### src/growable_id_allocator_core_assert.svh
// assertion macros used by the id allocator datapath
`ifndef GROWABLE_ID_ALLOCATOR_CORE_ASSERT_SVH
`define GROWABLE_ID_ALLOCATOR_CORE_ASSERT_SVH

`ifndef SYNTHESIS

// a condition that must hold at every clock edge out of reset
`define GIA_ASSERT_ALWAYS(label, clock, reset, cond) \
  label: assert property (@(posedge clock) disable iff (reset) (cond)) \
    else $error("id allocator check failed");

// when the antecedent holds, the consequent must hold on the same edge
`define GIA_ASSERT_IMPLY(label, clock, reset, ante, cons) \
  label: assert property (@(posedge clock) disable iff (reset) (ante) |-> (cons)) \
    else $error("id allocator check failed");

`else

`define GIA_ASSERT_ALWAYS(label, clock, reset, cond)
`define GIA_ASSERT_IMPLY(label, clock, reset, ante, cons)

`endif

`endif

### src/gia_pkg.sv
// shared types and constants of the id allocator
package gia_pkg;

  localparam int MAX_IDS = 1024;
  localparam int ID_W    = 10;
  localparam int CNT_W   = 11;

  localparam logic [1:0] OP_ALLOC   = 2'd0;
  localparam logic [1:0] OP_INSERT  = 2'd1;
  localparam logic [1:0] OP_RELEASE = 2'd2;

  localparam logic [1:0] ST_OK     = 2'd0;
  localparam logic [1:0] ST_FULL   = 2'd1;
  localparam logic [1:0] ST_RANGE  = 2'd2;
  localparam logic [1:0] ST_UNUSED = 2'd3;

  localparam logic [1:0] GSEL_ZERO  = 2'd0;
  localparam logic [1:0] GSEL_TID   = 2'd1;
  localparam logic [1:0] GSEL_QUEUE = 2'd2;

  typedef struct packed {
    logic       latch_in;
    logic       clr_step;
    logic       f_sel_q;
    logic       pop;
    logic       live_inc;
    logic       live_dec;
    logic       grow_start;
    logic       grow_step;
    logic       grow_end;
    logic       flag_cap;
    logic       ins_claim;
    logic       rel_free;
    logic       res_load;
    logic [1:0] res_status;
    logic [1:0] res_gsel;
  } gia_cmd_t;

  typedef struct packed {
    logic [1:0] op;
    logic       clr_last;
    logic       fill_zero;
    logic       cap_full;
    logic       tid_range;
    logic       cap_le_tid;
    logic       grow_done;
    logic       occ;
  } gia_stat_t;

endpackage

### src/gia_ctrl.sv
// id allocator sequencer: clearing pass, opcode dispatch and growth loop
module gia_ctrl import gia_pkg::*; (
  input  logic      clk,
  input  logic      rst,
  input  logic      start,
  input  gia_stat_t stat,
  output gia_cmd_t  cmd,
  output logic      busy
);

  localparam logic [3:0] S_CLEAR  = 4'd0;
  localparam logic [3:0] S_IDLE   = 4'd1;
  localparam logic [3:0] S_DISP   = 4'd2;
  localparam logic [3:0] S_A_CHK  = 4'd3;
  localparam logic [3:0] S_A_QRD  = 4'd4;
  localparam logic [3:0] S_A_FRD  = 4'd5;
  localparam logic [3:0] S_GROW   = 4'd6;
  localparam logic [3:0] S_I_FRD  = 4'd7;
  localparam logic [3:0] S_I_GCHK = 4'd8;
  localparam logic [3:0] S_R_FRD  = 4'd9;

  logic [3:0] state, state_next;

  assign busy = (state != S_IDLE);

  always_ff @(posedge clk) begin
    if (rst) begin
      state <= S_CLEAR;
    end else begin
      state <= state_next;
    end
  end

  always_comb begin
    cmd        = '0;
    state_next = state;
    unique case (state)
      S_CLEAR: begin
        cmd.clr_step = 1'b1;
        if (stat.clr_last) begin
          state_next = S_IDLE;
        end
      end
      S_IDLE: begin
        if (start) begin
          cmd.latch_in = 1'b1;
          state_next   = S_DISP;
        end
      end
      S_DISP: begin
        unique case (stat.op)
          OP_ALLOC: begin
            state_next = S_A_CHK;
          end
          OP_INSERT, OP_RELEASE: begin
            if (stat.tid_range) begin
              cmd.res_load   = 1'b1;
              cmd.res_status = ST_RANGE;
              cmd.res_gsel   = GSEL_TID;
              state_next     = S_IDLE;
            end else if (stat.op == OP_INSERT) begin
              state_next = S_I_FRD;
            end else begin
              state_next = S_R_FRD;
            end
          end
          default: begin
            cmd.res_load   = 1'b1;
            cmd.res_status = ST_OK;
            cmd.res_gsel   = GSEL_ZERO;
            state_next     = S_IDLE;
          end
        endcase
      end
      S_A_CHK: begin
        priority if (!stat.fill_zero) begin
          state_next = S_A_QRD;
        end else if (stat.cap_full) begin
          cmd.res_load   = 1'b1;
          cmd.res_status = ST_FULL;
          cmd.res_gsel   = GSEL_ZERO;
          state_next     = S_IDLE;
        end else begin
          cmd.grow_start = 1'b1;
          state_next     = S_GROW;
        end
      end
      S_A_QRD: begin
        cmd.f_sel_q = 1'b1;
        state_next  = S_A_FRD;
      end
      S_A_FRD: begin
        cmd.pop = 1'b1;
        if (stat.occ) begin
          state_next = S_A_CHK;
        end else begin
          cmd.live_inc   = 1'b1;
          cmd.res_load   = 1'b1;
          cmd.res_status = ST_OK;
          cmd.res_gsel   = GSEL_QUEUE;
          state_next     = S_IDLE;
        end
      end
      S_GROW: begin
        if (!stat.grow_done) begin
          cmd.grow_step = 1'b1;
        end else begin
          cmd.grow_end = 1'b1;
          state_next   = (stat.op == OP_ALLOC) ? S_A_CHK : S_I_GCHK;
        end
      end
      S_I_FRD: begin
        cmd.flag_cap = 1'b1;
        if (stat.occ) begin
          cmd.res_load   = 1'b1;
          cmd.res_status = ST_OK;
          cmd.res_gsel   = GSEL_TID;
          state_next     = S_IDLE;
        end else begin
          state_next = S_I_GCHK;
        end
      end
      S_I_GCHK: begin
        if (stat.cap_le_tid) begin
          cmd.grow_start = 1'b1;
          state_next     = S_GROW;
        end else begin
          cmd.ins_claim  = 1'b1;
          cmd.live_inc   = 1'b1;
          cmd.res_load   = 1'b1;
          cmd.res_status = ST_OK;
          cmd.res_gsel   = GSEL_TID;
          state_next     = S_IDLE;
        end
      end
      S_R_FRD: begin
        cmd.res_load = 1'b1;
        cmd.res_gsel = GSEL_TID;
        if (!stat.occ) begin
          cmd.res_status = ST_UNUSED;
        end else begin
          cmd.rel_free   = 1'b1;
          cmd.live_dec   = 1'b1;
          cmd.res_status = ST_OK;
        end
        state_next = S_IDLE;
      end
      default: begin
        state_next = S_IDLE;
      end
    endcase
  end

endmodule

### config.mk
export PLATFORM = sky130hd
export DESIGN_NAME = gia_ctrl
export DESIGN_NICKNAME = d
export VERILOG_FILES = /design/src/growable_id_allocator_core_assert.svh /design/src/gia_pkg.sv /design/src/gia_ctrl.sv
export SDC_FILE = /design/constraint.sdc
export NUM_CORES = 1
export LEC_CHECK = 0
export BUFFER_PORTS_ARGS = -buffer_cell sky130_fd_sc_hd__buf_4
export CAP_MARGIN = 30
export CORE_MARGIN = 2
export CORE_UTILIZATION = 35
export CTS_CLUSTER_DIAMETER = 80
export DETAILED_ROUTE_END_ITERATION = 10
export GPL_TIMING_DRIVEN = 0
export PLACE_DENSITY = 0.62
export SLEW_MARGIN = 30
export SYNTH_ARGS = -nofsm -noshare
export SYNTH_HDL_FRONTEND = slang
export SYNTH_SLANG_ARGS = --single-unit
### constraint.sdc
create_clock -name clk -period 3.65 [get_ports clk]
set_input_delay 0.1825 -clock clk [delete_from_list [all_inputs] [get_ports clk]]
set_output_delay 0.1825 -clock clk [all_outputs]
set_load 0.005 [all_outputs]
# Word level (Yosys, flattened, before mapping)
# Cells that the tools add are included.
classes:
  n_eq_ne: 15
  muxes: 41
  n_reduce_logical: 4
ops:
  columns: ["cell", "n"]
  rows:
  - ["$pmux 4 s9", 1]
  - ["$mux 4", 8]
  - ["$mux 5", 6]
  - ["$pmux 5 s6", 1]
  - ["$eq 4x3->1 const B", 4]
  - ["$mux 1", 16]
  - ["$pmux 5 s2", 1]
  - ["$eq 4x2->1 const B", 2]
  - ["$eq 4x4->1 const B", 2]
  - ["$pmux 4 s2", 1]
  - ["$mux 2", 3]
  - ["$mux 3", 2]
  - ["$ne 2x2->1 const B", 3]
  - ["$eq 4x1->1 const B", 1]
  - ["$logic_not 4->1", 1]
  - ["$ne 4x1->1 const B", 1]
  - ["$pmux 1 s2", 2]
  - ["$reduce_and 3->1", 1]
  - ["$eq 2x1->1 const B", 1]
  - ["$eq 2x2->1 const B", 1]
  - ["$logic_not 2->1", 1]
  - ["$reduce_or 2->1", 1]
word_totals:
  regBits: 4
  out_inout_bits: 18

# Logic depth before layout (Yosys ltp)
# Gate-level depths: netlist (run 1).
depth:
  ltp_word: 5
  mapped_depth: 7
  depth_no_buf: 7

# Least setup slack after synthesis (run 1)
# No wires, ideal clock.
synth_timing:
  path_type: "reg2out"
  start: "register state[3]"
  end: "output port cmd[4] (netlist name)"
  arrival_time_ns: 1.406
  required_ns: 3.467
  slack_ns: 2.061
  stages_incl_launch_ff: 7
  path_buffers: 1
  path_cell_list: "dfxtp_1 buf_6 nor2b_4 nor3b_4 nor2_4 nand3_2 or4_1"
synth_lines:
  columns: ["element", "line_no", "text"]
  rows:
  - ["start, declared", "gia_ctrl.sv:22", "logic [3:0] state, state_next;"]
  - ["start signal, assigned", "gia_ctrl.sv:30", "state <= state_next;"]
  - ["end, declared", "gia_ctrl.sv:7", "output gia_cmd_t cmd,"]

==> results.ini, run 1 <==
[global_route]
grt_max_degree=11
grt_pass1_vias=607
grt_pass1_wl_um=2773
grt_overflow=0
track_usage_pct=18.09
use_met1_pct=24.42
met3_usage_pct=2.353
antenna_found_initial=0
use_met2_pct=28.06
busiest_layer=met2

[route]
dr.pass1.iters=4
drc=0
drtAntennaViolNets=0
vias=710
via_per_inst=4.897
wl_um=1652
wl_per_cell_um=11.39
first_iter_violations=28

[floorplanning]
core_um2=1708
initial_core_util_pct=37.14
dieArea_um2=2169
die_y_um=46.57
row_count=15
fp.dieW_um=46.57
io_pins=30

[synth]
synth.distinct_cells=41
synth_fa_ha_area_share_pct=5.917
synth_simple_gate_area_share_pct=49.90
synth_top_area_share_pct=12.62
synth-seq-cells=4
syn_nets=103
ys_warn_count=0
synth-compound-area-share_pct=19.53
synth_top_family_by_area=simple AND/OR/NAND/NOR gates
synth_top_cell_by_area=dfxtp_1
yosysSeqAreaShare_pct=12.62
syn_avg_cell_area_um2=7.209
synth_xor_xnor_area_share_pct=0
yosys-top-cells-area=dfxtp_1 13%, nor3_1 7.1%, ha_1 5.9%
synthCells=88
synthMuxAreaShare_pct=0
netlist_area_um2=634.4

[setup_path]
r2r_cells=7
endpoint_kind=primary output
worstPathMaxFanout=9
slowest_stage=or4_1
cp_common_cell=buf_4
critPathTopFamily=simple AND/OR/NAND/NOR gates
slowest_delay_ns=0.52
crit_path_start_kind=flip-flop
crit_arrival_ns=1.83
crit_type=reg -> out
worst-path-buf-inv=3
reg2reg_from=state[3]
required_ns=3.47
r2r_setup_slack_ns=2.14
path_cells=buf_6, nand2b_1, buf_4, nor3_2, nor2_4, nand3_2, or4_1, buf_4
r2r_end=state[1]

[status]
run_status=completed

[sta]
period_needed_ns=2.011
setup_viol=0
skew_ns=0.002171
period_share_pct=55.09
fmax_mhz=497.3
finalHoldViolations=0
max_slew_margin_pct=76.35
maxSlewViolCount=0
rsz0062_at_grt=false
worstMarginPinSlew_ns=0.3521
setup_tns_ns=0
holdWs_ns=0.1522

[hold_path]
worstHoldStart=rst
hp-class=in -> reg
hold_depth=2
hold_end=state[2]

[layout]
largest_reg_flops=4
drive_above_1_share_pct=41.67
syn_to_final_growth_pct=42.80
top_register=state
largestRegisters=state (4)
diodes=0
num-nets-final=137
final_area_um2=905.9

[clock_network]
clk_pin_slew_ns=0.04
clockBufferDepth=2
cts_tree=done
cts.sinks=4
clk_latency_ns=0.23
cts.hold.buffers_added=0
cts_resized=0
cts-root-buf=clkbuf_4
h-tree-depth=1
cts_buffers=3
cts_setup_buffers=0

[place]
place.port_buffers=29
place_area_um2=883.3
hpwl_um=1358
gp_congestion=0.7488

[power_and_ir_drop]
power_uw=156.1
p_leak_uw=0.0004280
p_per_area_nw_per_um2=172.3
peakVddDrop_v=0.0001526

[run]
drv_cap=0

-- routing by layer --
metal | share of wire (%) | vias up
li1 | - | 376
met1 | 48 | 307
met2 | 48 | 27
met3 | 4.5 | 0
met4 | 0 | 0
met5 | 0 | -
-- report_power, final --
group | switching [µW] | internal, µW
Combinational | 27.9 | 29.3
Sequential | 0.827 | 45.6
Clock | 15.8 | 36.6
Total | 44.5 | 112
-- cell families (layout without fill, tap and decap cells) --
family	count (synthesis)	in the layout
adders and majority gates	3	3
AOI/OAI and AO/OA	17	17
and+or+nand+nor	52	52
DFF	4	4
buffers and inverters	12	44
-- per-stage QoR --
| step | worst slack (ns) | util [%] | std cells |
|---|---|---|---|
| after floorplan | 2.061 | - | 88 |
| after global placement | 1.882 | 51.72 | 142 |
| after detailed placement | 1.880 | 51.72 | 142 |
| after CTS | 1.624 | 53.04 | 145 |
| after global routing | 1.528 | 53.04 | 145 |
| final | 1.639 | 53.04 | 145 |
-- area by class of cell --
class | instances | area, µm²
Inverter | 5 | 18.77
Timing Repair Buffer | 29 | 217.7
Buffer | 7 | 57.56
Sequential cell | 4 | 80.08
Tap cell | 25 | 31.28
Multi-Input combinational cell | 72 | 478.0
Fill cell | 190 | 802.0
Clock buffer | 3 | 22.52
-- cell usage after synthesis --
| cell | count |
|---|---|
| nand4_1 | 1 |
| nor2b_4 | 1 |
| or2_4 | 1 |
| o211ai_1 | 1 |
| nor2_4 | 1 |
| nand2b_1 | 3 |
| nor4b_1 | 1 |
| a211oi_1 | 2 |
| nand4b_1 | 1 |
| nor3b_1 | 1 |
| and2_1 | 1 |
| nor3_1 | 9 |
| nor2b_1 | 2 |
| a31oi_1 | 1 |
| o21bai_1 | 2 |
| a21oi_1 | 4 |
| nor2_1 | 10 |
| nor3_2 | 1 |
| nor2_2 | 1 |
| or2_2 | 1 |
| dfxtp_1 | 4 |
| inv_1 | 5 |
| a221o_2 | 1 |
| buf_6 | 2 |
| ha_1 | 3 |
| nand3_1 | 2 |
| buf_2 | 1 |
| nor3b_4 | 1 |
| or4_1 | 1 |
| and3_1 | 1 |
| o21ai_0 | 2 |
| o2111a_1 | 1 |
| nand3_2 | 1 |
| o22ai_2 | 1 |
| buf_4 | 4 |
| or3_1 | 1 |
| nor2b_2 | 1 |
| a21o_1 | 1 |
| or2_1 | 3 |
| o21a_1 | 1 |
| nand2_1 | 6 |
-- layout by cell type, fill, tap and decap left out, types with 3 or more instances in the layout --
cell type   n
inv_1       5
or2_1       3
nand2b_1    3
buf_4      33
nand2_1     6
a21oi_1     4
nor2_1     10
ha_1        3
dfxtp_1     4
clkbuf_4    3
nor3_1      9
-- worst max-delay path by stage --
stage	from	endpoint	slack, ns	cells after the start
global route	state[3]	cmd[4]	1.53	8
finish	state[3]	cmd[4]	1.64	8
global placement	state[3]	cmd[4]	1.88	8
floorplan	state[3]	cmd[4]	2.06	6
detailed placement	state[3]	cmd[4]	1.88	8
CTS	state[3]	cmd[4]	1.62	8
No activity file was read; power rests on OpenSTA's default activity.
==> inputs of run 2 (changes only) <==
--- a/config.mk
+++ b/config.mk
@@ -12,7 +12,7 @@
 export CTS_CLUSTER_DIAMETER = 80
 export DETAILED_ROUTE_END_ITERATION = 10
 export GPL_TIMING_DRIVEN = 0
-export PLACE_DENSITY = 0.62
+export PLACE_DENSITY = 0.65
 export SLEW_MARGIN = 30
 export SYNTH_ARGS = -nofsm -noshare
 export SYNTH_HDL_FRONTEND = slang
==> constraint.sdc (replaced) <==
create_clock -name clk -period 1.84 [get_ports clk]
set_input_delay 0.092 -clock clk [delete_from_list [all_inputs] [get_ports clk]]
set_output_delay 0.092 -clock clk [all_outputs]
set_load 0.005 [all_outputs]
==> results.ini, run 2 (same netlist as run 1, synthesis figures left out) <==
[route]
via_per_inst=5.107  ; +4.3%
wl_um=2007  ; +21%
first_iter_violations=28  ; unchanged
wl_per_cell_um=12.62  ; +11%
drc=0  ; unchanged
drtAntennaViolNets=0  ; unchanged
vias=812  ; +14%
dr.pass1.iters=4  ; unchanged

[sta]
rsz0062_at_grt=true
fin_ws_ns=-0.02003  ; -1.659 ns
fmax_mhz=537.6
period_share_pct=101.1
skew_ns=0.0002953  ; -0.001876 ns
maxSlewViolCount=0  ; unchanged
setup_viol=1  ; +1
worstMarginPinSlew_ns=0.4893  ; +0.1372 ns
max_slew_margin_pct=67.13  ; -9.2 points
period_needed_ns=1.860
finalHoldViolations=0  ; unchanged

[global_route]
track_usage_pct=20.46  ; +2.4 points
grt_overflow=0  ; unchanged
antenna_found_initial=0  ; unchanged
grt_max_degree=11  ; unchanged
grt_pass1_vias=751  ; +24%
grt_pass1_wl_um=3153  ; +14%

[setup_path]
path_cells=buf_6, nor2b_4, nor3b_4, nor2_4, nand3_2, or4_4, buf_6
crit_path_start_kind=flip-flop
r2r_end=state[0]
r2r_cells=8  ; +1
worstPathMaxFanout=8  ; -1
r2r_setup_slack_ns=0.29  ; -1.85 ns
crit_arrival_ns=1.77  ; -0.06 ns
slowest_stage=or4_4
crit_type=reg -> out
slowest_delay_ns=0.53  ; about the same
cp_common_cell=buf_6
endpoint_kind=primary output
critPathTopFamily=simple AND/OR/NAND/NOR gates
reg2reg_from=state[2]
worst-path-buf-inv=2  ; -1
required_ns=1.75  ; -1.72 ns

[floorplanning]
core_um2=1708  ; unchanged
io_pins=30  ; unchanged
die_y_um=46.57  ; unchanged
dieArea_um2=2169  ; unchanged
fp.dieW_um=46.57  ; unchanged
initial_core_util_pct=37.14  ; unchanged
row_count=15  ; unchanged

[place]
hpwl_um=1453  ; +7.0%
place.port_buffers=29  ; unchanged
gp_congestion=0.7849  ; +4.8%

[clock_network]
cts_tree=done
h-tree-depth=1  ; unchanged
clk_latency_ns=0.23  ; about the same
clockBufferDepth=2  ; unchanged
cts_buffers=3  ; unchanged
clk_pin_slew_ns=0.03  ; about the same
cts-root-buf=clkbuf_4
cts.sinks=4  ; unchanged

[layout]
final_common_cell=buf_4
final_cell_mix=45 x buf_4, 10 x nor2_1, 9 x nor3_1
syn_to_final_growth_pct=64.89
diodes=0  ; unchanged
drive_above_1_share_pct=52.24  ; +11 points
largest_reg_flops=4  ; unchanged
top_register=state
largestRegisters=state (4)
num-nets-final=151  ; +10%
fin_util_pct=61.25  ; +8.2 points

[run]
drv_cap=0  ; unchanged

[power_and_ir_drop]
power_uw=323.6  ; +110%
peakVddDrop_v=0.0003235  ; +110%
p_per_area_nw_per_um2=309.3  ; +80%
p_leak_uw=0.0005045  ; +18%

[hold_path]
hold_end=state[2]
hp-class=in -> reg
worstHoldStart=rst
hold_depth=2  ; unchanged

[status]
violations=negative setup slack
run_status=finished with violations

==> run 2: changes by cell type in the layout (fill, tap and decap cells not counted), sizes merged <==
| cell | delta |
|---|---|
| buf | +14 |
==> run 2: per-stage QoR <==
| stage | instance area, µm² | setup TNS (ns) | cells | setup slack, ns | hold slack [ns] |
|---|---|---|---|---|---|
| after floorplan | 634.4 | 0 | 88 | 0.3419 | 0.1644 |
| after global placement | 883.3 | 0 | 142 | 0.1640 | 0.3014 |
| after detailed placement | 883.3 | 0 | 142 | 0.1375 | 0.3125 |
| after CTS | 982.2 | -0.01288 | 152 | -0.01288 | 0.06021 |
| after global routing | 1046 | -0.07803 | 159 | -0.07803 | 0.06628 |
| final | 1046 | -0.02003 | 159 | -0.02003 | 0.06360 |
==> run 2: how the worst max path moves through the flow <==
| stage | from | end | slack, ns | cells past startpoint |
|---|---|---|---|---|
| floorplan | state[3] | cmd[4] | 0.34 | 6 |
| detailed placement | state[3] | cmd[4] | 0.14 | 8 |
| CTS | state[3] | cmd[4] | -0.01 | 7 |
| finish | state[2] | cmd[4] | -0.02 | 7 |
| global placement | state[3] | cmd[4] | 0.16 | 8 |
| global route | state[2] | cmd[4] | -0.08 | 7 |
==> run 2: layout make-up <==
type	count	area [µm²]
Fill cell	179	661.9
Multi-Input combinational cell	72	496.7
Tap cell	25	31.28
Sequential cell	4	82.58
Timing Repair Buffer	44	334.1
Clock buffer	3	22.52
Buffer	6	60.06
Inverter	5	18.77
==> run 2: worst reg2reg max path, stage by stage (launching register included) <==
cell and delay (ns):
dfxtp_2 0.32, buf_6 0.14, nand2b_4 0.06, buf_6 0.11, buf_4 0.15, or3_1 0.41
inv_1 0.11, nor3_1 0.05, o21a_1 0.10
==> run 2: layer usage <==
metal / track usage, % / share of wire (%) / up-vias
li1: - / - / 405
met1: 24.36 / 41 / 375
met2: 35.28 / 53 / 30
met3: 2.353 / 4.8 / 2
met4: 10.86 / 1.0 / 0
met5: 0 / 0 / -
==> run 2: what timing repair did <==
item,4_1_cts,5_1_grt
setup endpoints to repair,1,2
hold buffers,0,0
setup buffers,7,8
pin swaps,5,6
resized for setup,6,6
endpoints found under the hold margin,0,0
==> run 2: power by group <==
part / switching, µW / internal (µW) / total [µW] / leakage [µW]
logic: 59.8 / 67.0 / 127 / 0.000457
registers: 1.84 / 90.5 / 92.3 / 0.0000336
clock network: 31.7 / 72.7 / 104 / 0.0000138
total: 93.4 / 230 / 324 / 0.000505
